==> config.mk <==
export PLATFORM = sky130hd
export DESIGN_NAME = poly_voice_allocator
export DESIGN_NICKNAME = d
export VERILOG_FILES = /design/src/rtl/core/pva_pkg.sv /design/src/rtl/core/pva_ram.sv /design/src/rtl/core/pva_scan.sv /design/src/rtl/core/poly_voice_allocator.sv
export SDC_FILE = /design/constraint.sdc
export NUM_CORES = 1
export LEC_CHECK = 0
export BUFFER_PORTS_ARGS = -buffer_cell sky130_fd_sc_hd__buf_2
export CORE_ASPECT_RATIO = 1.1
export CORE_UTILIZATION = 62
export CTS_BUF_LIST = sky130_fd_sc_hd__clkbuf_2 sky130_fd_sc_hd__clkbuf_4 sky130_fd_sc_hd__clkbuf_8
export CTS_CLUSTER_DIAMETER = 200
export DETAILED_ROUTE_END_ITERATION = 7
export HOLD_SLACK_MARGIN = 0.15
export PLACE_DENSITY = 0.93
export SLEW_MARGIN = 25
export SYNTH_ARGS = -nofsm -noshare
export SYNTH_HDL_FRONTEND = slang
export SYNTH_SLANG_ARGS = --single-unit
==> constraint.sdc <==
create_clock -name clk -period 5.72 [get_ports clk]
set_input_delay 1.144 -clock clk [delete_from_list [all_inputs] [get_ports clk]]
set_output_delay 1.144 -clock clk [all_outputs]
set_load 0.03 [all_outputs]
==> src/rtl/core/pva_pkg.sv <==
`default_nettype none

package pva_pkg;

	// default voice count, range 1 to 64
	localparam int NUM_VOICES_DEF = 8;
	// widest voice index over that range
	localparam int VIDX_W = 6;

	localparam int NOTE_W  = 7;
	localparam int VEL_W   = 7;
	localparam int FV_W    = 3;
	localparam int VOICE_W = 3;
	localparam int SEED_W  = 16;
	localparam int KIND_W  = 2;
	localparam int ACT_W   = 2;

	// stream payload layout
	localparam int IN_DATA_W  = 24;
	localparam int OUT_DATA_W = 40;
	localparam int VEL_LSB    = VOICE_W + NOTE_W;
	localparam int SEED_MSB   = VEL_LSB + VEL_W + 1 + SEED_W - 1;

	// configuration port
	localparam int CFG_IDX_W  = 1;
	localparam int CFG_DATA_W = 1;
	localparam logic [CFG_IDX_W-1:0] CFG_MONO  = 1'd0;
	localparam logic [CFG_IDX_W-1:0] CFG_DRIFT = 1'd1;

	// drift seed: low 16 bits of (note + 37) * 0x9E3779B1
	localparam logic [31:0] SEED_MULT    = 32'h9E37_79B1;
	localparam logic [15:0] SEED_MULT_LO = SEED_MULT[15:0];
	localparam logic [15:0] NOTE_BIAS    = 16'd37;

	typedef enum logic [KIND_W-1:0] {
		KIND_ON  = 2'd0,
		KIND_OFF = 2'd1,
		KIND_FIN = 2'd2
	} kind_t;

	typedef enum logic [ACT_W-1:0] {
		ACT_NONE    = 2'd0,
		ACT_TRIGGER = 2'd1,
		ACT_RELEASE = 2'd2,
		ACT_RETIRE  = 2'd3
	} action_t;

	typedef enum logic [1:0] {
		ST_IDLE,
		ST_SCAN,
		ST_DRAIN,
		ST_DONE
	} state_t;

	// one voice entry as held in the voice RAM
	typedef struct packed {
		logic              active;
		logic              releasing;
		logic [NOTE_W-1:0] note;
	} entry_t;

	localparam int ENTRY_W = $bits(entry_t);

	// findings of one pass over the voice RAM
	typedef struct packed {
		logic              idle_found;
		logic [VIDX_W-1:0] idle_idx;
		logic              rel_found;
		logic [VIDX_W-1:0] rel_idx;
		logic              act_found;
		logic [VIDX_W-1:0] act_idx;
		logic              match_found;
		logic [VIDX_W-1:0] match_idx;
		logic              tgt_active;
		logic [NOTE_W-1:0] tgt_note;
	} scan_res_t;

endpackage

`default_nettype wire

==> src/rtl/core/pva_ram.sv <==
`default_nettype none

module pva_ram #(
	parameter int WIDTH = 9,
	parameter int DEPTH = 8,
	localparam int AW = (DEPTH > 1) ? $clog2(DEPTH) : 1
) (
	input  wire logic             clk,
	input  wire logic             we,
	input  wire logic [AW-1:0]    waddr,
	input  wire logic [WIDTH-1:0] wdata,
	input  wire logic [AW-1:0]    raddr,
	output logic      [WIDTH-1:0] rdata
);

	logic [WIDTH-1:0] mem [DEPTH];

	always_ff @(posedge clk) begin
		if (we) begin
			mem[waddr] <= wdata;
		end
		rdata <= mem[raddr];
	end

endmodule

`default_nettype wire

==> src/rtl/core/pva_scan.sv <==
`default_nettype none

module pva_scan #(
	parameter int NUM_VOICES = pva_pkg::NUM_VOICES_DEF,
	localparam int VW = (NUM_VOICES > 1) ? $clog2(NUM_VOICES) : 1
) (
	input  wire logic                      clk,
	input  wire logic                      arst_n,
	input  wire logic                      start,
	input  wire logic                      rd_vld,
	input  wire logic [VW-1:0]             rd_idx,
	input  wire pva_pkg::entry_t           rd_entry,
	input  wire logic [pva_pkg::NOTE_W-1:0] note,
	input  wire logic [pva_pkg::FV_W-1:0]  fv,
	output pva_pkg::scan_res_t             res
);

	pva_pkg::scan_res_t                res_q;
	logic [pva_pkg::VIDX_W-1:0]        idx_w;

	assign idx_w = pva_pkg::VIDX_W'(rd_idx);
	assign res   = res_q;

	// keep the lowest index of each kind of voice seen so far, and capture the entry at index fv
	always_ff @(posedge clk or negedge arst_n) begin
		if (!arst_n) begin
			res_q <= '0;
		end else if (start) begin
			res_q <= '0;
		end else if (rd_vld) begin
			if (!rd_entry.active && !res_q.idle_found) begin
				res_q.idle_found <= 1'b1;
				res_q.idle_idx   <= idx_w;
			end
			if (rd_entry.releasing && !res_q.rel_found) begin
				res_q.rel_found <= 1'b1;
				res_q.rel_idx   <= idx_w;
			end
			if (rd_entry.active && !res_q.act_found) begin
				res_q.act_found <= 1'b1;
				res_q.act_idx   <= idx_w;
			end
			if (rd_entry.active && !rd_entry.releasing && rd_entry.note == note
					&& !res_q.match_found) begin
				res_q.match_found <= 1'b1;
				res_q.match_idx   <= idx_w;
			end
			if (idx_w == pva_pkg::VIDX_W'(fv)) begin
				res_q.tgt_active <= rd_entry.active;
				res_q.tgt_note   <= rd_entry.note;
			end
		end
	end

endmodule

`default_nettype wire

==> src/rtl/core/poly_voice_allocator.sv <==
`default_nettype none

// Channel   Dir  Beat fields (low bit up)
// cfg       in   cfg_index: 0 mono_mode, 1 drift_on; cfg_data: value bit
// s_axis    in   tuser: kind; tdata: note, velocity, finished_voice
// m_axis    out  tuser: action; tdata: voice, voice_note, voice_velocity,
//                stolen, drift_seed
//
// Each event passes through the scan state, one read per voice over the single RAM
// read port, the drain state for the last read, and the done state, which decides,
// loads the result and writes back. The next event is taken only after the load.
// While m_axis stalls a held result, the done state waits, so the write back and the
// next event stall with it. Reset clears the per-voice valid bits, so voices read as
// idle with note 0 and no clearing pass is run.

module poly_voice_allocator #(
	parameter int NUM_VOICES = pva_pkg::NUM_VOICES_DEF
) (
	input  wire logic                               clk,
	input  wire logic                               arst_n,
	// configuration writes
	input  wire logic                               cfg_valid,
	output logic                                    cfg_ready,
	input  wire logic [pva_pkg::CFG_IDX_W-1:0]      cfg_index,
	input  wire logic [pva_pkg::CFG_DATA_W-1:0]     cfg_data,
	// event stream in
	input  wire logic                               s_axis_tvalid,
	output logic                                    s_axis_tready,
	// note [6:0], velocity [13:7], finished_voice [16:14], zero fill above
	input  wire logic [pva_pkg::IN_DATA_W-1:0]      s_axis_tdata,
	// kind [1:0]
	input  wire logic [pva_pkg::KIND_W-1:0]         s_axis_tuser,
	// result stream out
	output logic                                    m_axis_tvalid,
	input  wire logic                               m_axis_tready,
	// voice [2:0], voice_note [9:3], voice_velocity [16:10], stolen [17],
	// drift_seed [33:18], zero fill above
	output logic [pva_pkg::OUT_DATA_W-1:0]          m_axis_tdata,
	// action [1:0]
	output logic [pva_pkg::ACT_W-1:0]               m_axis_tuser
);

	localparam int VW = (NUM_VOICES > 1) ? $clog2(NUM_VOICES) : 1;
	localparam logic [VW-1:0] LAST_IDX = VW'(NUM_VOICES - 1);

	// configuration registers
	logic mono_q;
	logic drift_q;

	// latched event
	logic [pva_pkg::KIND_W-1:0] kind_q;
	logic [pva_pkg::NOTE_W-1:0] note_q;
	logic [pva_pkg::VEL_W-1:0]  vel_q;
	logic [pva_pkg::FV_W-1:0]   fv_q;
	logic [pva_pkg::SEED_W-1:0] seed_q;

	pva_pkg::state_t state_q, state_d;
	logic [VW-1:0]   cnt_q;

	// read pipeline
	logic            rd_issue;
	logic            rd_vld_s1;
	logic [VW-1:0]   rd_idx_s1;
	logic [pva_pkg::ENTRY_W-1:0] ram_rdata;
	pva_pkg::entry_t rd_entry;
	logic [NUM_VOICES-1:0] valid_q;

	pva_pkg::scan_res_t scan_res;

	// decision and write back
	logic            in_acc;
	logic            out_free;
	logic            out_load;
	logic            wr_req;
	logic            wr_en;
	logic [pva_pkg::VIDX_W-1:0] wr_idx;
	pva_pkg::entry_t wr_entry;
	pva_pkg::action_t res_act;
	logic [pva_pkg::NOTE_W-1:0] res_note;
	logic [pva_pkg::VEL_W-1:0]  res_vel;
	logic            res_stolen;
	logic [pva_pkg::SEED_W-1:0] res_seed;
	logic            fv_in_range;
	logic            is_off;

	// output register
	logic                         m_valid_q;
	pva_pkg::action_t             m_act_q;
	logic [pva_pkg::VOICE_W-1:0]  m_voice_q;
	logic [pva_pkg::NOTE_W-1:0]   m_note_q;
	logic [pva_pkg::VEL_W-1:0]    m_vel_q;
	logic                         m_stolen_q;
	logic [pva_pkg::SEED_W-1:0]   m_seed_q;

	assign cfg_ready = (state_q == pva_pkg::ST_IDLE);
	assign in_acc    = s_axis_tvalid && s_axis_tready;
	assign out_free  = !m_valid_q || m_axis_tready;

	// configuration writes, taken only while idle
	always_ff @(posedge clk or negedge arst_n) begin
		if (!arst_n) begin
			mono_q  <= 1'b0;
			drift_q <= 1'b1;
		end else if (cfg_valid && cfg_ready) begin
			case (cfg_index)
				pva_pkg::CFG_MONO:  mono_q  <= cfg_data[0];
				pva_pkg::CFG_DRIFT: drift_q <= cfg_data[0];
				default: ;
			endcase
		end
	end

	// hold the event for the whole pass
	always_ff @(posedge clk) begin
		if (in_acc) begin
			kind_q <= s_axis_tuser;
			note_q <= s_axis_tdata[pva_pkg::NOTE_W-1:0];
			vel_q  <= s_axis_tdata[pva_pkg::NOTE_W +: pva_pkg::VEL_W];
			fv_q   <= s_axis_tdata[pva_pkg::NOTE_W + pva_pkg::VEL_W +: pva_pkg::FV_W];
		end
		// low 16 bits of the product need only the low 16 bits of the multiplier
		seed_q <= (pva_pkg::SEED_W'(note_q) + pva_pkg::NOTE_BIAS) * pva_pkg::SEED_MULT_LO;
	end

	// sequencer state
	always_ff @(posedge clk or negedge arst_n) begin
		if (!arst_n) begin
			state_q   <= pva_pkg::ST_IDLE;
			cnt_q     <= '0;
			rd_vld_s1 <= 1'b0;
		end else begin
			state_q   <= state_d;
			rd_vld_s1 <= rd_issue;
			if (in_acc) begin
				cnt_q <= '0;
			end else if (rd_issue) begin
				cnt_q <= cnt_q + 1'b1;
			end
		end
	end

	always_ff @(posedge clk) begin
		rd_idx_s1 <= cnt_q;
	end

	// next state
	always_comb begin
		state_d = state_q;
		case (state_q)
			pva_pkg::ST_IDLE:  if (in_acc) state_d = pva_pkg::ST_SCAN;
			pva_pkg::ST_SCAN:  if (cnt_q == LAST_IDX) state_d = pva_pkg::ST_DRAIN;
			pva_pkg::ST_DRAIN: state_d = pva_pkg::ST_DONE;
			pva_pkg::ST_DONE:  if (out_free) state_d = pva_pkg::ST_IDLE;
			default:           state_d = pva_pkg::ST_IDLE;
		endcase
	end

	// sequencer outputs
	always_comb begin
		s_axis_tready = 1'b0;
		rd_issue      = 1'b0;
		out_load      = 1'b0;
		case (state_q)
			pva_pkg::ST_IDLE: s_axis_tready = 1'b1;
			pva_pkg::ST_SCAN: rd_issue      = 1'b1;
			pva_pkg::ST_DONE: out_load      = out_free;
			default: ;
		endcase
	end

	// voice store
	pva_ram #(
		.WIDTH (pva_pkg::ENTRY_W),
		.DEPTH (NUM_VOICES)
	) u_ram (
		.clk   (clk),
		.we    (wr_en),
		.waddr (wr_idx[VW-1:0]),
		.wdata (wr_entry),
		.raddr (cnt_q),
		.rdata (ram_rdata)
	);

	// a voice never written reads as idle with note 0
	always_ff @(posedge clk or negedge arst_n) begin
		if (!arst_n) begin
			valid_q <= '0;
		end else if (wr_en) begin
			valid_q[wr_idx[VW-1:0]] <= 1'b1;
		end
	end

	assign rd_entry = valid_q[rd_idx_s1] ? pva_pkg::entry_t'(ram_rdata) : '0;

	pva_scan #(
		.NUM_VOICES (NUM_VOICES)
	) u_scan (
		.clk      (clk),
		.arst_n   (arst_n),
		.start    (in_acc),
		.rd_vld   (rd_vld_s1),
		.rd_idx   (rd_idx_s1),
		.rd_entry (rd_entry),
		.note     (note_q),
		.fv       (fv_q),
		.res      (scan_res)
	);

	assign fv_in_range = int'(fv_q) < NUM_VOICES;
	assign is_off = (kind_q == pva_pkg::KIND_OFF) ||
		(kind_q == pva_pkg::KIND_ON && vel_q == '0);

	// pick the voice and the write back from the pass findings
	always_comb begin
		wr_req     = 1'b0;
		wr_idx     = '0;
		wr_entry   = '0;
		res_act    = pva_pkg::ACT_NONE;
		res_note   = '0;
		res_vel    = '0;
		res_stolen = 1'b0;
		res_seed   = '0;
		if (kind_q == pva_pkg::KIND_ON && !is_off) begin
			if (mono_q) begin
				// reuse the lowest active voice, else voice 0
				wr_idx     = scan_res.act_found ? scan_res.act_idx : '0;
				res_stolen = scan_res.act_found;
			end else if (scan_res.idle_found) begin
				wr_idx     = scan_res.idle_idx;
			end else if (scan_res.rel_found) begin
				wr_idx     = scan_res.rel_idx;
				res_stolen = 1'b1;
			end else begin
				wr_idx     = scan_res.act_idx;
				res_stolen = 1'b1;
			end
			wr_req             = 1'b1;
			wr_entry.active    = 1'b1;
			wr_entry.releasing = 1'b0;
			wr_entry.note      = note_q;
			res_act            = pva_pkg::ACT_TRIGGER;
			res_note           = note_q;
			res_vel            = vel_q;
			res_seed           = drift_q ? seed_q : '0;
		end else if (is_off) begin
			if (scan_res.match_found) begin
				wr_req             = 1'b1;
				wr_idx             = scan_res.match_idx;
				wr_entry.active    = 1'b1;
				wr_entry.releasing = 1'b1;
				wr_entry.note      = note_q;
				res_act            = pva_pkg::ACT_RELEASE;
				res_note           = note_q;
			end
		end else if (kind_q == pva_pkg::KIND_FIN) begin
			if (fv_in_range && scan_res.tgt_active) begin
				// drop both flags, keep the stored note
				wr_req        = 1'b1;
				wr_idx        = pva_pkg::VIDX_W'(fv_q);
				wr_entry.note = scan_res.tgt_note;
				res_act       = pva_pkg::ACT_RETIRE;
				res_note      = scan_res.tgt_note;
			end
		end
	end

	assign wr_en = wr_req && out_load;

	// output register
	always_ff @(posedge clk or negedge arst_n) begin
		if (!arst_n) begin
			m_valid_q <= 1'b0;
		end else if (out_load) begin
			m_valid_q <= 1'b1;
		end else if (m_axis_tready) begin
			m_valid_q <= 1'b0;
		end
	end

	always_ff @(posedge clk) begin
		if (out_load) begin
			m_act_q    <= res_act;
			m_voice_q  <= res_act == pva_pkg::ACT_NONE ? '0 : pva_pkg::VOICE_W'(wr_idx);
			m_note_q   <= res_note;
			m_vel_q    <= res_vel;
			m_stolen_q <= res_stolen;
			m_seed_q   <= res_seed;
		end
	end

	assign m_axis_tvalid = m_valid_q;
	assign m_axis_tuser  = m_act_q;
	assign m_axis_tdata  = {6'd0, m_seed_q, m_stolen_q, m_vel_q, m_note_q, m_voice_q};

endmodule

`default_nettype wire

After elaboration in Yosys (flattened, before gate mapping). Memories as Yosys holds them, arrays and structs flattened. A register that Yosys moved wholly into a read port is not among the register bits. Cells that the tools add are included.

Word-level logic and storage cells: 147. Input bits: 33. Memories: 1. Memory bits (writable): 72. Bits in registers: 115.

Reductions and logical operators: 43. Multipliers: 1. Multiplexer cells: 55. $lt $le $gt $ge: 3. Add/subtract/negate cells: 2. Bitwise logic cells: 2. Eq/ne operators: 11.

Memory list: u_ram.mem (depth 8, width 9, read ports 1, clocked after memory_dff 1, wr ports 1, line pva_ram.sv:16) `logic [WIDTH-1:0] mem [DEPTH];`.

Operators with widths (number): 2-to-1 mux 36 bit (2); 2-to-1 mux 7 bit (10); 2-to-1 mux 3 bit (11); 2-to-1 mux 9 bit (3); 2-to-1 mux 2 bit (9); multiplier 8 x 15 -> 16 bit, second input constant (1); 2-to-1 mux 1 bit (16); AND reduction 2 bit (8); nonzero test 2 bit (8); logical AND 1 bit (12); adder 7 x 6 -> 8 bit, second input constant (1); zero test 1 bit (8); less-than comparator 3 x 4 -> 1 bit, second input constant (2); 2-to-1 mux 8 bit (1); OR 8 bit (1); one-hot mux 2 bit (4 select lines) (1); == test 7 bit (1); zero test 7 bit (1); == test 2 bit, second input constant (3); zero test 2 bit (3); == test 2 x 1 -> 1 bit, second input constant (2); != test 2 bit, second input constant (2); adder 3 x 1 -> 3 bit, second input constant (1); binary-select mux 1 bit (select 3 bit) (1); other kinds (8) (9).

Depth between registers and ports, before layout.
Depth after elaboration: 11. Depth in mapped cells: 19. Mapped depth without buffers: 19.

Cells and area by module. Synthesis repeated with hierarchy kept, for this count alone.

Cell total of the unflattened synthesis: 621. Area, all modules: 9058.7 µm².

By module, submodules not included: poly_voice_allocator (times used 1, cells each 385, seq. area each 2458.6 µm², area an instance 4824.6 µm²); pva_ram (times used 1, cells each 126, seq. area each 2342.2 µm², area an instance 3019.1 µm²); pva_scan (times used 1, cells each 110, seq. area each 600.6 µm², area an instance 1214.9 µm²).

Worst setup path after synthesis. No wires, ideal clock.

Path kind: flip-flop to flip-flop. From: register note_q[0] (netlist name). To: register seed_q[15] (netlist name). Required time: 5599 ps. Setup time: 121 ps. Clock period less this slack: 4249 ps. Arrival: 4128 ps. Stages on the path, launching flop included: 17. Slack: 1471 ps. Path through: edfxtp_1 > ha_1 > o21ai_0 > inv_1 > a21oi_1 > xnor2_1 > ha_1 > inv_1 > fa_1 > inv_1 > fa_1 > fa_1 > ha_1 > or2_2 > o311ai_0 > o21ai_0 > xnor2_1.

Cells in the longest elaborated chain, start to end: 2.

RTL lines: start: declaration (line poly_voice_allocator.sv:52) `logic [pva_pkg::NOTE_W-1:0] note_q;`; start signal: assignment (line poly_voice_allocator.sv:117) `note_q <= s_axis_tdata[pva_pkg::NOTE_W-1:0];`; adder 7 x 6 -> 8 bit (line poly_voice_allocator.sv:122) `seed_q <= (pva_pkg::SEED_W'(note_q) + pva_pkg::NOTE_BIAS) * pva_pkg::SEED_MULT_LO;`; multiplier 8 x 15 -> 16 bit (line poly_voice_allocator.sv:122); end signal: assignment (line poly_voice_allocator.sv:122); end: declaration (line poly_voice_allocator.sv:55) `logic [pva_pkg::SEED_W-1:0] seed_q;`.

No other way between the ends. A chain may end at the register's enable or synchronous reset.

Worst setup path after layout.
From: register note_q[1] (netlist name). To: register seed_q[15] (netlist name).

Same word-level chain as after synthesis.

==> insert_results.sql <==
INSERT INTO impl_metrics (metric_group, metric, value, unit) VALUES
('timing', 'setup_viol', '0', ''),
('timing', 'fin_tns_setup', '0', 'ns'),
('worst_setup_path', 'crit_required', '6.13', 'ns'),
('worst_setup_path', 'cp_data_arrival_time', '5.19', 'ns'),
('clock_tree', 'clock_tree_from_tritoncts', 'built', ''),
('synth', 'post_synthesis_sequential_element_count', '196', ''),
('clock_tree', 'number_of_buffers_between_clock_root_and_the_deepest_sink', '2', ''),
('outcome', 'status', 'finished, final reports clean', ''),
('timing', 'clock.fmax', '209', 'MHz'),
('synth', 'syn-mean-instance-area', '14.2', 'sq um'),
('drt', 'average_vias_per_placed_instance', '5.96', ''),
('worst_setup_path', 'critical-path-slowest-cell', 'sky130_fd_sc_hd__edfxtp_1', ''),
('clock_tree', 'cts_max_level', '4', ''),
('worst_setup_path', 'critPathTopFamily', 'adder cells', ''),
('worst_setup_path', 'critical_path.max_fanout', '9', ''),
('layout', 'layout.cells.most_common', 'sky130_fd_sc_hd__edfxtp_1', ''),
('floorplanning', 'num_io_pins', '78', ''),
('timing', 'grt_setup_unrepaired', 'no', ''),
('layout', 'num-fill-cells', '873', ''),
('grt', 'overflow', '0', ''),
('grt', 'grt_start_max_net_pins', '46', ''),
('clock_tree', 'cts.sinks', '196', ''),
('drt', 'detailedRoute.firstIterationViolations', '470', ''),
('worst_setup_path', 'worst_setup_path_end_kind', 'flop', ''),
('layout', 'finalCoreUtilization', '0.699', ''),
('timing', 'drv_slew', '0', ''),
('synth', 'synth_cells', '620', ''),
('clock_tree', 'number_of_cts_inserted_buffers', '17', ''),
('drt', 'detailedRoute.firstPassIterationCount', '7', ''),
('synth', 'ys_dominant_reg_cell', 'sky130_fd_sc_hd__edfxtp_1', ''),
('placed_design', 'placed_area', '9260', 'sq um'),
('clock_tree', 'clock-root-buffer', 'sky130_fd_sc_hd__clkbuf_8', ''),
('timing', 'max-slew-margin-rel', '0.300', ''),
('synth', 'synth.cell_area', '8820', 'sq um'),
('timing', 'min_period', '4.78', 'ns'),
('layout', 'n_antenna_cell', '0', ''),
('timing', 'number_of_hold_violations_in_the_final_report', '0', ''),
('clock_tree', 'post-cts-setup-buffer-count', '0', ''),
('grt', 'grt_antenna_before_repair', '0', ''),
('clock_tree', 'hold_buffers', '0', ''),
('worst_setup_path', 'crit_type', 'reg2reg', ''),
('floorplanning', 'fp.dieArea', '14700', 'sq um'),
('placed_design', 'post-dp-hpwl', '11500', 'microns'),
('grt', 'first_global_vias', '5362', ''),
('clock_tree', 'cts.repair.resized', '0', ''),
('layout', 'synthToLayoutAreaGrowth', '9.80', '%'),
('timing', 'clock_skew', '0.0185', 'ns'),
('synth', 'synth_enable_flop_cells', '127', ''),
('drt', 'routed-via-count', '5264', ''),
('hold_path', 'hold_path_class', 'reg2reg', ''),
('drt', 'ant_nets', '0', ''),
('timing', 'max_slew.worst_pin.slew', '1.05', 'ns'),
('grt', 'grtUsageTotal', '0.248', ''),
('worst_setup_path', 'startpoint_type', 'flop', ''),
('timing', 'min_period_over_period', '0.836', ''),
('placed_design', 'io_buffers', '64', ''),
('drt', 'route.detailed.drc', '0', ''),
('drt', 'routed_wirelength', '17300', 'microns'),
('layout', 'finalInstanceArea', '9690', 'sq um'),
('floorplanning', 'die_w', '116', 'microns'),
('layout', 'final_layout_size_suffix_gt1_frac', '0.216', ''),
('worst_setup_path', 'timing.critical_path.slowest_cell_delay', '0.60', 'ns'),
('floorplanning', 'floorplan.rows', '45', ''),
('floorplanning', 'core-area', '13900', 'sq um'),
('worst_setup_path', 'critical_path.cell_chain', 'ha_1 > o21ai_0 > inv_1 > a21oi_1 > xnor2_1 > ha_1 > ha_1 > inv_1 > fa_1 > fa_1 > inv_1 > ha_1 > o21ai_0 > o21ai_0 > o311ai_0 > o21ai_0 > xnor2_1', ''),
('synth', 'yosysWarnings', '0', ''),
('drt', 'post_drt_wl_per_cell', '19.6', 'microns'),
('synth', 'asyncSetResetFlopFracSynth', '0.209', ''),
('power', 'irDropWorstVdd', '0.360', 'mV'),
('power', 'leakagePower', '3.90', 'nW'),
('synth', 'yosysSeqAreaShare', '0.612', '');
==> through the flow <==
stage	instances	hold slack, ns	setup WS [ns]
CTS	882	0.480	0.960
global placement	850	0.443	1.09
floorplan	625	0.368	1.47
global route	883	0.509	0.681
finish	883	0.502	0.940
detailed placement	850	0.450	0.983
==> path summary, 6_finish.rpt <==
kind	slack, ns	end	start	cells past startpoint
setup / recovery	0.94	seed_q[15]	note_q[1]	17
hold / removal	0.50	u_scan.res[0]	u_ram.rdata[0]	2
setup reg to reg	0.94	seed_q[15]	note_q[1]	17
hold reg to reg	0.50	u_scan.res[0]	u_ram.rdata[0]	2
max in group asynchronous	4.63	drift_q	arst_n	2
min in group asynchronous	0.55	cnt_q[0]	arst_n	1
==> flip-flops by register name (all words and copies together) (netlist names), 8 cells and up <==
register,count
m_seed_q,16
u_ram.rdata,9
u_ram.mem,72
valid_q,8
u_scan.res,24
seed_q,16
==> kinds of logic after synthesis <==
group / share of synthesized area
AOI/OAI and AO/OA: 0.0584
xor gates and xnor gates: 0.0308
adders and majority gates: 0.0933
buffers and inverters: 0.0414
DFF: 0.612
muxes: 0.0864
other: 0.000425
and+or+nand+nor: 0.0770
==> Yosys cell counts (5+ instances only) <==
cell type	count	area (sq um)
sky130_fd_sc_hd__mux4_2	20	450
sky130_fd_sc_hd__xnor2_1	27	236
sky130_fd_sc_hd__and2_1	12	75.1
sky130_fd_sc_hd__nor2_1	33	124
sky130_fd_sc_hd__o21ai_0	12	60.1
sky130_fd_sc_hd__o21bai_1	6	45.0
sky130_fd_sc_hd__nand3_1	15	75.1
sky130_fd_sc_hd__a21oi_1	23	115
sky130_fd_sc_hd__a22o_1	10	87.6
sky130_fd_sc_hd__fa_1	18	360
sky130_fd_sc_hd__nor3_1	5	25.0
sky130_fd_sc_hd__clkbuf_1	13	48.8
sky130_fd_sc_hd__nand2_1	21	78.8
sky130_fd_sc_hd__buf_4	8	60.1
sky130_fd_sc_hd__dfxtp_1	28	561
sky130_fd_sc_hd__a21boi_0	5	37.5
sky130_fd_sc_hd__nor2b_1	7	43.8
sky130_fd_sc_hd__mux2_2	13	146
sky130_fd_sc_hd__dfrtp_1	40	1000
sky130_fd_sc_hd__ha_1	37	463
sky130_fd_sc_hd__nand2b_1	6	37.5
sky130_fd_sc_hd__mux2i_1	15	150
sky130_fd_sc_hd__edfxtp_1	127	3810
sky130_fd_sc_hd__inv_1	52	195
sky130_fd_sc_hd__and3_1	17	106
==> report_power, final <==
part,total [mW],leakage (nW),switching [mW],internal [mW]
clock,0.906,0.198,0.507,0.399
sequential,2.19,1.95,0.261,1.93
combinational,3.19,1.75,1.74,1.45
==> worst min-delay path: cells and delay by family (launching register included) <==
kind             cells  cell delay [ns]
AO/OA/AOI/OAI        1             0.06
flip-flops           1             0.34
AND/OR/NAND/NOR      1             0.07
==> final cells by class <==
cell class / count / area [sq um] / area share
multi-input combinational: 347 / 3090 / 0.319
inverter: 52 / 195 / 0.0201
clock buffer: 17 / 234 / 0.0242
sequential: 196 / 5400 / 0.558
tap: 188 / 235 / 0.0243
timing repair buffer: 68 / 363 / 0.0375
clock inverter: 15 / 171 / 0.0177
==> layer usage <==
layer  vias to the layer above  wire length (microns)  track usage
met4                         0                    548       0.0988
met1                      2647                   6590        0.294
met2                       236                   9080        0.431
li1                       2325                      -            -
met5                         -                      0            0
met3                        56                   1040       0.0640
Note: power is estimated with default switching activity, not from simulation.
